$ cat src/design/assert_macros.svh
// ----------------------------------------------------------------------------
// Assertion macros
// Clocked property checks, compiled out for synthesis.
// ----------------------------------------------------------------------------
`ifndef ASSERT_MACROS_SVH
`define ASSERT_MACROS_SVH

`ifndef SYNTHESIS
`define BRQ_ASSERT(label, clk, rst_n, prop) \
  label: assert property (@(posedge clk) disable iff (!rst_n) (prop)) \
    else $error("assertion failed");
`define BRQ_ASSERT_RST(label, clk, prop) \
  label: assert property (@(posedge clk) (prop)) \
    else $error("assertion failed");
`else
`define BRQ_ASSERT(label, clk, rst_n, prop)
`define BRQ_ASSERT_RST(label, clk, prop)
`endif

`endif

$ cat src/design/brq_pkg.sv
// ----------------------------------------------------------------------------
// Byte ring queue package
// Sizes, command codes and the beat descriptor of the byte ring queue.
// ----------------------------------------------------------------------------
`default_nettype none

package brq_pkg;

  localparam int unsigned DEPTH  = 256;
  localparam int unsigned LANES  = 8;
  localparam int unsigned PTR_W  = $clog2(DEPTH);
  localparam int unsigned LANE_W = $clog2(LANES);
  localparam int unsigned ROWS   = DEPTH / LANES;
  localparam int unsigned ROW_W  = PTR_W - LANE_W;
  localparam int unsigned CNT_W  = 8;
  localparam int unsigned TAKE_W = $clog2(LANES + 1);

  localparam logic [PTR_W-1:0]  MAX_LEVEL  = PTR_W'(DEPTH - 1);
  localparam logic [CNT_W-1:0]  LANES_CNT  = CNT_W'(LANES);
  localparam logic [TAKE_W-1:0] FULL_BEAT  = TAKE_W'(LANES);

  localparam logic [2:0] CMD_PUSH      = 3'd0;
  localparam logic [2:0] CMD_PEEK      = 3'd1;
  localparam logic [2:0] CMD_POP       = 3'd2;
  localparam logic [2:0] CMD_POP_LAST  = 3'd3;
  localparam logic [2:0] CMD_WASTE     = 3'd4;
  localparam logic [2:0] CMD_WASTE_ALL = 3'd5;
  localparam logic [2:0] CMD_RESET     = 3'd6;

  typedef struct packed {
    logic [TAKE_W-1:0] lanes;
    logic [CNT_W-1:0]  done;
    logic              fin;
    logic [7:0]        level;
    logic [LANE_W-1:0] pos_lo;
  } beat_t;

endpackage

`default_nettype wire

$ cat src/design/byte_ring_queue_top.sv
// ----------------------------------------------------------------------------
// Byte ring queue
// 256-byte ring with eight interleaved byte banks, beat-wise read sequencer.
// ----------------------------------------------------------------------------
// Input channel (in_valid_i/in_ready_o) takes one command word: cmd_i,
// count_i and eight push bytes, lane 0 oldest. Output channel
// (out_valid_o/out_ready_i) returns result words: eight read bytes,
// lane_count_o, done_count_o, final_beat_o and level_o.
// Push, waste, waste_all and reset give one result word each and are taken
// one per cycle while the output does not stall. Peek, pop and pop_last give
// ceil(n/8) beats (one if nothing is read); the command holds the input until
// its last beat is issued, as each byte bank has one read port (eight bytes
// per cycle while the output does not stall).
// A result is registered in the bank read stage, then in the output register.
// A stalled receiver holds the output register and the bank read stage;
// the input then stalls once both are full.
// Reset empties the queue (both pointers zero); bank contents are left
// unknown and are never read before being written.
// ----------------------------------------------------------------------------
`default_nettype none

`include "assert_macros.svh"

module byte_ring_queue_top (
  input  wire logic       clk_i,
  input  wire logic       rst_ni,
  input  wire logic       in_valid_i,
  output logic            in_ready_o,
  input  wire logic [2:0] cmd_i,
  input  wire logic [7:0] count_i,
  input  wire logic [7:0] in_byte0_i,
  input  wire logic [7:0] in_byte1_i,
  input  wire logic [7:0] in_byte2_i,
  input  wire logic [7:0] in_byte3_i,
  input  wire logic [7:0] in_byte4_i,
  input  wire logic [7:0] in_byte5_i,
  input  wire logic [7:0] in_byte6_i,
  input  wire logic [7:0] in_byte7_i,
  output logic            out_valid_o,
  input  wire logic       out_ready_i,
  output logic [7:0]      out_byte0_o,
  output logic [7:0]      out_byte1_o,
  output logic [7:0]      out_byte2_o,
  output logic [7:0]      out_byte3_o,
  output logic [7:0]      out_byte4_o,
  output logic [7:0]      out_byte5_o,
  output logic [7:0]      out_byte6_o,
  output logic [7:0]      out_byte7_o,
  output logic [3:0]      lane_count_o,
  output logic [7:0]      done_count_o,
  output logic            final_beat_o,
  output logic [7:0]      level_o
);

  localparam int unsigned PW = brq_pkg::PTR_W;
  localparam int unsigned LW = brq_pkg::LANE_W;
  localparam int unsigned CW = brq_pkg::CNT_W;
  localparam int unsigned TW = brq_pkg::TAKE_W;

  logic [PW-1:0] head_q, head_d, tail_q, tail_d;
  logic [PW-1:0] lvl, free_sp;
  logic [CW-1:0] lvl_cnt, min_n;
  logic [7:0]    in_lane [brq_pkg::LANES];

  logic          accept, is_read, push_ok;
  logic [PW-1:0] rd_start;
  logic [CW-1:0] rd_n, plain_done;

  logic          rd_busy_q, rd_busy_d;
  logic [PW-1:0] rd_pos_q, rd_pos_d;
  logic [CW-1:0] rd_left_q, rd_left_d, rd_done_q, rd_done_d;

  logic [PW-1:0] src_pos;
  logic [CW-1:0] src_left;
  logic [TW-1:0] take;
  logic          last, issue, slot_free, load_r;

  logic                  r_valid_q, r_valid_d;
  brq_pkg::beat_t        r_q, r_d;
  logic                  r_move, out_free;
  logic [brq_pkg::LANES-1:0][7:0] bank_rdata;

  logic       out_valid_q;
  logic [7:0] out_lane_q [brq_pkg::LANES];
  logic [7:0] out_lane_d [brq_pkg::LANES];
  brq_pkg::beat_t out_q;

  assign in_lane[0] = in_byte0_i;
  assign in_lane[1] = in_byte1_i;
  assign in_lane[2] = in_byte2_i;
  assign in_lane[3] = in_byte3_i;
  assign in_lane[4] = in_byte4_i;
  assign in_lane[5] = in_byte5_i;
  assign in_lane[6] = in_byte6_i;
  assign in_lane[7] = in_byte7_i;

  assign lvl     = tail_q - head_q;
  assign free_sp = brq_pkg::MAX_LEVEL - lvl;
  assign lvl_cnt = CW'(lvl);
  assign min_n   = (count_i < lvl_cnt) ? count_i : lvl_cnt;

  assign out_free   = !out_valid_q || out_ready_i;
  assign r_move     = r_valid_q && out_free;
  assign slot_free  = !r_valid_q || r_move;
  assign in_ready_o = !rd_busy_q && slot_free;
  assign accept     = in_valid_i && in_ready_o;

  always_comb begin
    head_d     = head_q;
    tail_d     = tail_q;
    is_read    = 1'b0;
    push_ok    = 1'b0;
    rd_start   = head_q;
    rd_n       = '0;
    plain_done = '0;
    if (accept) begin
      case (cmd_i)
        brq_pkg::CMD_PUSH: begin
          push_ok = (count_i <= brq_pkg::LANES_CNT) && (count_i <= CW'(free_sp));
          if (push_ok) begin
            tail_d     = tail_q + PW'(count_i);
            plain_done = count_i;
          end
        end
        brq_pkg::CMD_PEEK: begin
          is_read = 1'b1;
          rd_n    = min_n;
        end
        brq_pkg::CMD_POP: begin
          is_read = 1'b1;
          rd_n    = min_n;
          head_d  = head_q + PW'(min_n);
        end
        brq_pkg::CMD_POP_LAST: begin
          if (lvl_cnt >= count_i) begin
            is_read  = 1'b1;
            rd_n     = count_i;
            rd_start = head_q + PW'(lvl_cnt - count_i);
            head_d   = tail_q;
          end
        end
        brq_pkg::CMD_WASTE: begin
          head_d     = head_q + PW'(min_n);
          plain_done = min_n;
        end
        brq_pkg::CMD_WASTE_ALL: begin
          head_d     = tail_q;
          plain_done = lvl_cnt;
        end
        brq_pkg::CMD_RESET: begin
          head_d = '0;
          tail_d = '0;
        end
        default: begin
        end
      endcase
    end
  end

  assign src_pos  = rd_busy_q ? rd_pos_q : rd_start;
  assign src_left = rd_busy_q ? rd_left_q : rd_n;
  assign take     = (src_left < brq_pkg::LANES_CNT) ? TW'(src_left) : brq_pkg::FULL_BEAT;
  assign last     = (src_left <= brq_pkg::LANES_CNT);
  assign issue    = slot_free && (rd_busy_q || (accept && is_read));
  assign load_r   = slot_free && (rd_busy_q || accept);

  always_comb begin
    rd_busy_d = rd_busy_q;
    rd_pos_d  = rd_pos_q;
    rd_left_d = rd_left_q;
    rd_done_d = rd_done_q;
    if (accept && is_read) begin
      rd_done_d = rd_n;
    end
    if (issue) begin
      rd_busy_d = !last;
      rd_pos_d  = src_pos + PW'(take);
      rd_left_d = src_left - CW'(take);
    end
  end

  always_comb begin
    r_valid_d = r_valid_q;
    r_d       = r_q;
    if (r_move) begin
      r_valid_d = 1'b0;
    end
    if (load_r) begin
      r_valid_d = 1'b1;
      r_d.level = 8'(tail_d - head_d);
      if (issue) begin
        r_d.lanes  = take;
        r_d.done   = rd_busy_q ? rd_done_q : rd_n;
        r_d.fin    = last;
        r_d.pos_lo = src_pos[LW-1:0];
      end else begin
        r_d.lanes  = '0;
        r_d.done   = plain_done;
        r_d.fin    = 1'b1;
        r_d.pos_lo = '0;
      end
    end
  end

  for (genvar b = 0; b < brq_pkg::LANES; b++) begin : g_bank
    logic [7:0]            bank_q [brq_pkg::ROWS];
    logic [7:0]            rdata_q;
    logic [LW-1:0]         wk, rk;
    logic [PW-1:0]         w_addr, r_addr;
    logic                  we;

    assign wk     = LW'(b) - tail_q[LW-1:0];
    assign w_addr = tail_q + PW'(wk);
    assign we     = push_ok && (CW'(wk) < count_i);
    assign rk     = LW'(b) - src_pos[LW-1:0];
    assign r_addr = src_pos + PW'(rk);

    always_ff @(posedge clk_i) begin
      if (we) begin
        bank_q[w_addr[PW-1:LW]] <= in_lane[wk];
      end
      if (issue) begin
        rdata_q <= bank_q[r_addr[PW-1:LW]];
      end
    end

    assign bank_rdata[b] = rdata_q;
  end

  always_comb begin
    for (int i = 0; i < brq_pkg::LANES; i++) begin
      out_lane_d[i] = (TW'(i) < r_q.lanes) ? bank_rdata[LW'(r_q.pos_lo + LW'(i))] : 8'd0;
    end
  end

  always_ff @(posedge clk_i or negedge rst_ni) begin
    if (!rst_ni) begin
      head_q      <= '0;
      tail_q      <= '0;
      rd_busy_q   <= 1'b0;
      r_valid_q   <= 1'b0;
      out_valid_q <= 1'b0;
    end else begin
      head_q    <= head_d;
      tail_q    <= tail_d;
      rd_busy_q <= rd_busy_d;
      r_valid_q <= r_valid_d;
      if (out_free) begin
        out_valid_q <= r_valid_q;
      end
    end
  end

  always_ff @(posedge clk_i) begin
    rd_pos_q  <= rd_pos_d;
    rd_left_q <= rd_left_d;
    rd_done_q <= rd_done_d;
    r_q       <= r_d;
    if (r_move) begin
      out_q      <= r_q;
      out_lane_q <= out_lane_d;
    end
  end

  assign out_valid_o  = out_valid_q;
  assign out_byte0_o  = out_lane_q[0];
  assign out_byte1_o  = out_lane_q[1];
  assign out_byte2_o  = out_lane_q[2];
  assign out_byte3_o  = out_lane_q[3];
  assign out_byte4_o  = out_lane_q[4];
  assign out_byte5_o  = out_lane_q[5];
  assign out_byte6_o  = out_lane_q[6];
  assign out_byte7_o  = out_lane_q[7];
  assign lane_count_o = out_q.lanes;
  assign done_count_o = out_q.done;
  assign final_beat_o = out_q.fin;
  assign level_o      = out_q.level;

  `BRQ_ASSERT(a_mid_beat_full, clk_i, rst_ni, out_valid_o && !final_beat_o |-> lane_count_o == brq_pkg::FULL_BEAT)
  `BRQ_ASSERT(a_next_beat_ready, clk_i, rst_ni, out_valid_o && !final_beat_o |=> out_valid_o)
  `BRQ_ASSERT(a_ptrs_hold_in_read, clk_i, rst_ni, rd_busy_q |=> $stable(head_q) && $stable(tail_q))
  `BRQ_ASSERT(a_beat_behind_out, clk_i, rst_ni, out_valid_o && !final_beat_o |-> r_valid_q || rd_busy_q)

endmodule

`default_nettype wire
$ cat config.mk
export PLATFORM = sky130hd
export DESIGN_NAME = byte_ring_queue_top
export DESIGN_NICKNAME = d
export VERILOG_FILES = /design/src/design/brq_pkg.sv /design/src/design/byte_ring_queue_top.sv
export VERILOG_INCLUDE_DIRS = /design/src /design/src/design
export SDC_FILE = /design/constraint.sdc
export NUM_CORES = 2
export LEC_CHECK = 0
export BUFFER_PORTS_ARGS = -buffer_cell sky130_fd_sc_hd__buf_2
export CELL_PAD_IN_SITES_DETAIL_PLACEMENT = 0
export CELL_PAD_IN_SITES_GLOBAL_PLACEMENT = 1
export CORE_UTILIZATION = 54
export DETAILED_ROUTE_END_ITERATION = 7
export PLACE_DENSITY_LB_ADDON = 0.1
export SLEW_MARGIN = 15
export SYNTH_ARGS = -nofsm -noshare
export SYNTH_HDL_FRONTEND = slang
export SYNTH_SLANG_ARGS = --single-unit
$ cat constraint.sdc
create_clock -name clk_i -period 11.3 [get_ports clk_i]
set_input_delay 2.26 -clock clk_i [delete_from_list [all_inputs] [get_ports clk_i]]
set_output_delay 2.26 -clock clk_i [all_outputs]
set_load 0.005 [all_outputs]
### Word level (Yosys, flattened, before mapping)

Memory sizes are Yosys's and may differ from the RTL's. A register that Yosys moved wholly into a read port is not among the register bits.
Index checks and enable logic that the tools add are counted.

* bits in registers: 152
* RAM bits: 2048
* bits of input ports: 79
* output and inout port bits: 87
* word-level logic and storage cells: 244
* memories kept: 8

Memory list
* g_bank[0].bank_q: words 32, width 8, read ports 1, clocked after Yosys merged registers in 1, write ports 1, RTL line byte_ring_queue_top.sv:206 `logic [7:0] bank_q [brq_pkg::ROWS];`
* g_bank[1].bank_q: words 32, width 8, read ports 1, clocked after Yosys merged registers in 1, write ports 1, RTL line byte_ring_queue_top.sv:206
* g_bank[2].bank_q: words 32, width 8, read ports 1, clocked after Yosys merged registers in 1, write ports 1, RTL line byte_ring_queue_top.sv:206
* g_bank[3].bank_q: words 32, width 8, read ports 1, clocked after Yosys merged registers in 1, write ports 1, RTL line byte_ring_queue_top.sv:206
* g_bank[4].bank_q: words 32, width 8, read ports 1, clocked after Yosys merged registers in 1, write ports 1, RTL line byte_ring_queue_top.sv:206
* g_bank[5].bank_q: words 32, width 8, read ports 1, clocked after Yosys merged registers in 1, write ports 1, RTL line byte_ring_queue_top.sv:206
* +2 memories

* add/sub/neg operators: 48
* $lt $le $gt $ge: 38
* equality and inequality tests: 6
* muxes and demuxes: 84
* bitwise logic cells: 8
* reduce and logical (&&, ||, !) cells: 27

Operator list (count)
* binary-select mux 8 bit (select 3 bit): 16
* 2-to-1 mux 8 bit: 39
* adder 8 x 3 -> 8 bit: 16
* less-than comparator 3 x 8 -> 1 bit: 8
* greater-or-equal comparator 4 bit, second input constant: 8
* less-than comparator 3 x 4 -> 1 bit, second input constant: 8
* inverter 3 -> 4 bit: 8
* case mux 8 bit (2 select lines): 2
* case mux 8 bit (4 select lines): 1
* adder 8 bit: 3
* case mux 8 bit (3 select lines): 1
* subtractor 3 bit, first input constant: 8
* subtractor 8 bit: 3
* 2-to-1 mux 1 bit: 22
* <= comparator 8 x 4 -> 1 bit, second input constant: 2
* less-than comparator 3 x 4 -> 1 bit, first input constant: 4
* logical AND 1 bit: 15
* adder 3 bit, second input constant: 4
* subtractor 1 x 3 -> 3 bit, first input constant: 4
* subtractor 2 x 3 -> 3 bit, first input constant: 4
* == test 3 bit, second input constant: 3
* 2-to-1 mux 9 bit: 1
* adder 8 x 4 -> 8 bit: 1
* greater-or-equal comparator 8 bit: 1
* other kinds (18): 29

### Longest topological paths before layout

* word-level depth: 11
* mapped depth: 34
* depth with buffers taken out: 28

### Least setup slack after synthesis

OpenSTA, ideal clock, no wires.

* path kind: reg2reg
* start point: reg tail_q[0]
* end point: reg g_bank[3].rdata_q[4], read port of g_bank[3].bank_q, data pin
* library setup time: 0.266 ns
* data arrival time: 8.139 ns
* data required time: 11.034 ns
* setup slack: 2.895 ns
* cell stages (with the launch flop): 31
* path buffers: 11
* clock period less this slack: 8.405 ns
* cell sequence: dfrtp_1 clkbuf_1 clkbuf_1 clkbuf_1 clkbuf_1 inv_1 ha_1 fa_1 nor2b_1 o21ai_0 a21boi_0 o21a_1 o21ai_0 and2_1 ha_1 nand4_1 a2111o_1 a21boi_2 nor3_4 inv_2 buf_4 buf_2 clkbuf_1 clkbuf_1 ha_1 clkbuf_1 clkbuf_1 clkbuf_1 mux4_2 a211oi_1 a211oi_1

* word-level cells in the longest chain between the ends: 9
* elaborated cells on any way between the ends: 16
* those cells by class: add/sub (5); order compare (1); mux (7); reduce/logical (3)

Ends and longest elaborated chain
* start, declared: RTL line byte_ring_queue_top.sv:60 `logic [PW-1:0] head_q, head_d, tail_q, tail_d;`
* start signal, assigned: RTL line byte_ring_queue_top.sv:245 `tail_q <= tail_d;`
* subtractor 8 bit (*): RTL line byte_ring_queue_top.sv:97 `assign lvl = tail_q - head_q;`
* subtractor 8 bit: RTL line byte_ring_queue_top.sv:138 `rd_start = head_q + PW'(lvl_cnt - count_i);`
* adder 8 bit: RTL line byte_ring_queue_top.sv:138
* 2-to-1 mux 8 bit: RTL line byte_ring_queue_top.sv:135 `if (lvl_cnt >= count_i) begin`
* 2-to-1 mux 8 bit: RTL line byte_ring_queue_top.sv:117 `case (cmd_i)`
* 2-to-1 mux 8 bit: RTL line byte_ring_queue_top.sv:116 `if (accept) begin`
* 2-to-1 mux 8 bit: RTL line byte_ring_queue_top.sv:160 `assign src_pos = rd_busy_q ? rd_pos_q : rd_start;`
* subtractor 2 x 3 -> 3 bit: RTL line byte_ring_queue_top.sv:215 `assign rk = LW'(b) - src_pos[LW-1:0];`
* adder 8 x 3 -> 8 bit: RTL line byte_ring_queue_top.sv:216 `assign r_addr = src_pos + PW'(rk);`
* end, declared: RTL line byte_ring_queue_top.sv:207 `logic [7:0] rdata_q;`

Mark *: on every way between the ends. The rest lies on a longest branch, timed or not.
A chain may end at the register's enable or synchronous reset.

### Final worst setup path

* start point: reg tail_q[0]
* end point: reg g_bank[2].rdata_q[2], read port of g_bank[2].bank_q, data pin

* word-level cells in the longest chain between the ends: 9
* elaborated cells on any way between the ends: 16
* those cells by class: add/sub (5); order compare (1); mux (7); reduce/logical (3)

Ends and longest elaborated chain (RTL line)
* subtractor 8 bit (*): byte_ring_queue_top.sv:97
* subtractor 8 bit: byte_ring_queue_top.sv:138
* adder 8 bit: byte_ring_queue_top.sv:138
* 2-to-1 mux 8 bit: byte_ring_queue_top.sv:135
* 2-to-1 mux 8 bit: byte_ring_queue_top.sv:117
* 2-to-1 mux 8 bit: byte_ring_queue_top.sv:116
* 2-to-1 mux 8 bit: byte_ring_queue_top.sv:160
* subtractor 2 x 3 -> 3 bit: byte_ring_queue_top.sv:215
* adder 8 x 3 -> 8 bit: byte_ring_queue_top.sv:216
* end, declared: byte_ring_queue_top.sv:207

Marks and branches as above.

==> flow_metrics.env <==
export IMPL_dp_hpwl_um=182000
export IMPL_grt_max_degree=127
export IMPL_maxSlewHeadroom_pct=20.1
export IMPL_critical_path_buf_inv_count=3
export IMPL_cts_made_buffers=224
export IMPL_area_growth_syn_to_layout_pct=10.9
export IMPL_netlist_area_sq_um=98300
export IMPL_synth_edf_count=2245
export IMPL_viasPerCell=6.46
export IMPL_fin_nets=6452
export IMPL_track_usage_pct=29.7
export IMPL_drt_pass1_iterations=6
export IMPL_pwr_share_clk_pct=23.8
export IMPL_clock_path_buffers=3
export IMPL_overflow=0
export IMPL_cts_repair_resized=0
export IMPL_intPower_uw=19700
export IMPL_crit_path_start="tail_q[0]"
export IMPL_fin_tns_setup_ps=0
export IMPL_core_sq_um=181000
export IMPL_synth_seq_area_share_pct=69.1
export IMPL_met1_usage_pct=41.1
export IMPL_clock_sinks=2264
export IMPL_fp_dieW_um=429
export IMPL_fillers=13492
export IMPL_cpLargestDelayFamily="simple AND/OR/NAND/NOR gates"
export IMPL_rows=156
export IMPL_num_io_pins=166
export IMPL_clock_latency_ps=880
export IMPL_worstHoldStart="r_q[17]"
export IMPL_timing_final_crit_period_ps=8600
export IMPL_path_class="flop to flop"
export IMPL_worst_hold_slack_ps=419
export IMPL_syn_num_nets=6293
export IMPL_cp_required_ps=11910
export IMPL_worstRegToRegCells=25
export IMPL_setup_viol=0
export IMPL_hold_end="done_count_o[5]"
export IMPL_outcome="finished clean"
export IMPL_maxCapViolCount=0
export IMPL_syn_avg_cell_area_sq_um=16.1
export IMPL_ys_warn_count=0
export IMPL_initial_core_util_pct=54.4
export IMPL_min_path_cells=0
export IMPL_grt_pass1_wl_um=393000
export IMPL_clk_pin_slew_ps=60
export IMPL_pwr_share_comb_pct=42.3
export IMPL_vdd_ir_drop_max_mv=0.326
export IMPL_skew_ps=53.8
export IMPL_cts_tree="yes"
export IMPL_cp_max_fo=31
export IMPL_p_switching_uw=11800
export IMPL_die_area_sq_um=184000
export IMPL_largest_reg_flops=2048
export IMPL_reg2reg_from="tail_q[0]"
export IMPL_drt_total_wl_um=273000
export IMPL_place_gp_congestion=0.903
export IMPL_finalInstanceArea_sq_um=109000
export IMPL_use_met2_pct=46.4
export IMPL_hold_violations=0
export IMPL_reg2reg_to="g_bank[2].rdata_q[2]"
export IMPL_wl_per_cell_um=30.8
export IMPL_async_reset_ff_share_pct=0.839
export IMPL_ant_nets=0
export IMPL_port_buffers=165
export IMPL_max_freq_ghz=0.116
export IMPL_crit_top_cell="ha_1"
export IMPL_netSwitchingFraction_pct=37.5
export IMPL_dieHeight_um=429
export IMPL_root_buffer="clkbuf_16"
export IMPL_ys_types=102
export IMPL_end_kind="flop"
export IMPL_drc=0
export IMPL_dpl_instance_area_sq_um=102000
export IMPL_drive_gt1_share_pct=19.1
export IMPL_tightest_slew_ps=1190
export IMPL_hold_buffers=0
export IMPL_worst_ep_arrival_time_ps=9210
export IMPL_rsz0062_at_grt="no"
export IMPL_use_met3_pct=4.74
export IMPL_netlist_instances=6107
export IMPL_synth_ff_type="edfxtp_1"
export IMPL_p_leak_uw=0.0359
export IMPL_crit_path_max_incr_delay_ps=870
export IMPL_grt_busiest_layer="met2"
export IMPL_cts_setup_buffers=0
export IMPL_worst_setup_path_start_kind="flop"
export IMPL_fin_crit_sh_pct=76.1
export IMPL_num_vias=57100
export IMPL_cts_max_level=4
export IMPL_antenna_found_initial=13
export IMPL_seqPwrFrac_pct=34.0
export IMPL_ys_seq_elements=2264
export IMPL_p_per_area_nw_per_um2=289
export IMPL_slew_violations=0
export IMPL_hold_path_class="flop to flop"
export IMPL_grt_pass1_vias=55455
export IMPL_drt_iter0_drc=6314
export IMPL_cp_slowest_cell="nand2_2"
export IMPL_r2r_slack_ps=2700
==> cells in the mapped netlist, types with 14 or more instances <==
master / count / share of area (%)
edfxtp_1: 2245 / 69
nand2_1: 823 / 3.1
mux4_2: 455 / 10
nor2_1: 398 / 1.5
nand3_1: 206 / 1.0
mux2i_1: 170 / 1.7
clkbuf_1: 168 / 0.64
a21oi_1: 131 / 0.67
ha_1: 94 / 1.2
buf_2: 88 / 0.45
o21ai_0: 80 / 0.41
mux2_2: 78 / 0.89
a311oi_1: 73 / 0.65
xnor2_1: 73 / 0.65
and3_1: 68 / 0.43
inv_1: 64 / 0.24
a31oi_1: 57 / 0.36
nor3_1: 56 / 0.29
a22oi_1: 49 / 0.37
xor2_1: 49 / 0.44
a211oi_1: 45 / 0.34
buf_1: 42 / 0.16
nand4_1: 40 / 0.25
nor4_1: 32 / 0.20
a22o_1: 29 / 0.26
a2111oi_0: 26 / 0.23
a32oi_1: 26 / 0.23
and2_1: 25 / 0.16
nor2b_1: 25 / 0.16
nand2b_1: 23 / 0.15
a21o_1: 22 / 0.17
buf_4: 20 / 0.15
o22ai_1: 20 / 0.13
dfrtp_1: 19 / 0.48
buf_6: 18 / 0.21
o21a_1: 14 / 0.11
o21bai_1: 14 / 0.11
o221ai_1: 14 / 0.12
==> worst reg2reg max path: cells and delay by family (launching register included) <==
| kind | cells | cell delay (ps) |
|---|---|---|
| simple gates | 9 | 3080 |
| compound gates | 8 | 2140 |
| fa+ha+maj | 4 | 1300 |
| buf+inv | 3 | 720 |
| flops | 1 | 550 |
| mux | 1 | 550 |
==> metrics by stage <==
stage	worst slack (ps)	util, %	total power (uW)	instances
after floorplan	2900	-	19900	6107
after global placement	2630	56.2	24100	8409
after detailed placement	2500	56.2	24200	8409
after CTS	2830	60.3	31600	8825
after global routing	2170	60.3	32800	8836
final	2700	60.3	31600	8841
==> power groups by stage <==
stage / logic (uW) / registers [uW] / clock network, uW
after floorplan: 9420 / 10400 / 0
after global placement: 13200 / 10900 / 0
after detailed placement: 13300 / 10900 / 0
after CTS: 13300 / 10700 / 7580
after global routing: 14200 / 10700 / 7880
final: 13300 / 10700 / 7510
==> how the worst max path moves through the flow <==
stage,end,slack (ps),cells after the start
2_1_floorplan,g_bank[3].rdata_q[4],2900,30
3_5_place_dp,g_bank[2].rdata_q[2],2500,18
4_1_cts,g_bank[2].rdata_q[2],2830,25
6_report,g_bank[2].rdata_q[2],2700,25
5_1_grt,g_bank[2].rdata_q[2],2170,25
3_3_place_gp,g_bank[2].rdata_q[2],2630,18
==> layer usage <==
layer,part of all wire (%),vias up
li1,-,24444
met1,40,29790
met2,47,2362
met3,7.3,500
met4,5.3,4
met5,0.010,-
==> layout by cell type, fill, tap and decap left out, types with 49 or more instances in the layout <==
master        n
edfxtp_1   2245
nand2_1     817
mux4_2      455
nor2_1      397
clkbuf_16   226
nand3_1     205
mux2i_1     169
buf_2       165
a21oi_1     130
buf_4       101
ha_1         92
o21ai_0      79
mux2_2       78
a311oi_1     73
and3_1       68
inv_1        63
xnor2_1      59
a31oi_1      57
nor3_1       53
clkbuf_1     50
a22oi_1      49
==> logic make-up (layout without fill, tap and decap cells) <==
group                    Yosys count  in the layout  share of synthesized area (%)
AND/OR/NAND/NOR                 1773           1773                           7.97
buffers and inverters            410            759                           1.91
other                              1             16                        0.00382
flip-flops                      2264           2264                           69.1
multiplexers                     703            703                           13.1
XOR/XNOR                         129            129                           1.22
adder cells (fa/ha/maj)          107            107                           1.46
AO/OA/AOI/OAI                    720            720                           5.31
==> layout make-up <==
type	count	area (sq um)	area share, %
Sequential cell	2264	67900	62.3
Multi-Input combinational cell	3433	28800	26.4
Clock inverter	140	1530	1.41
Antenna cell	15	37.5	0.0344
Timing Repair Buffer	271	1680	1.54
Inverter	72	275	0.252
Clock buffer	276	5840	5.36
Tap cell	2370	2970	2.72
Power figures use the tool's default switching activity.
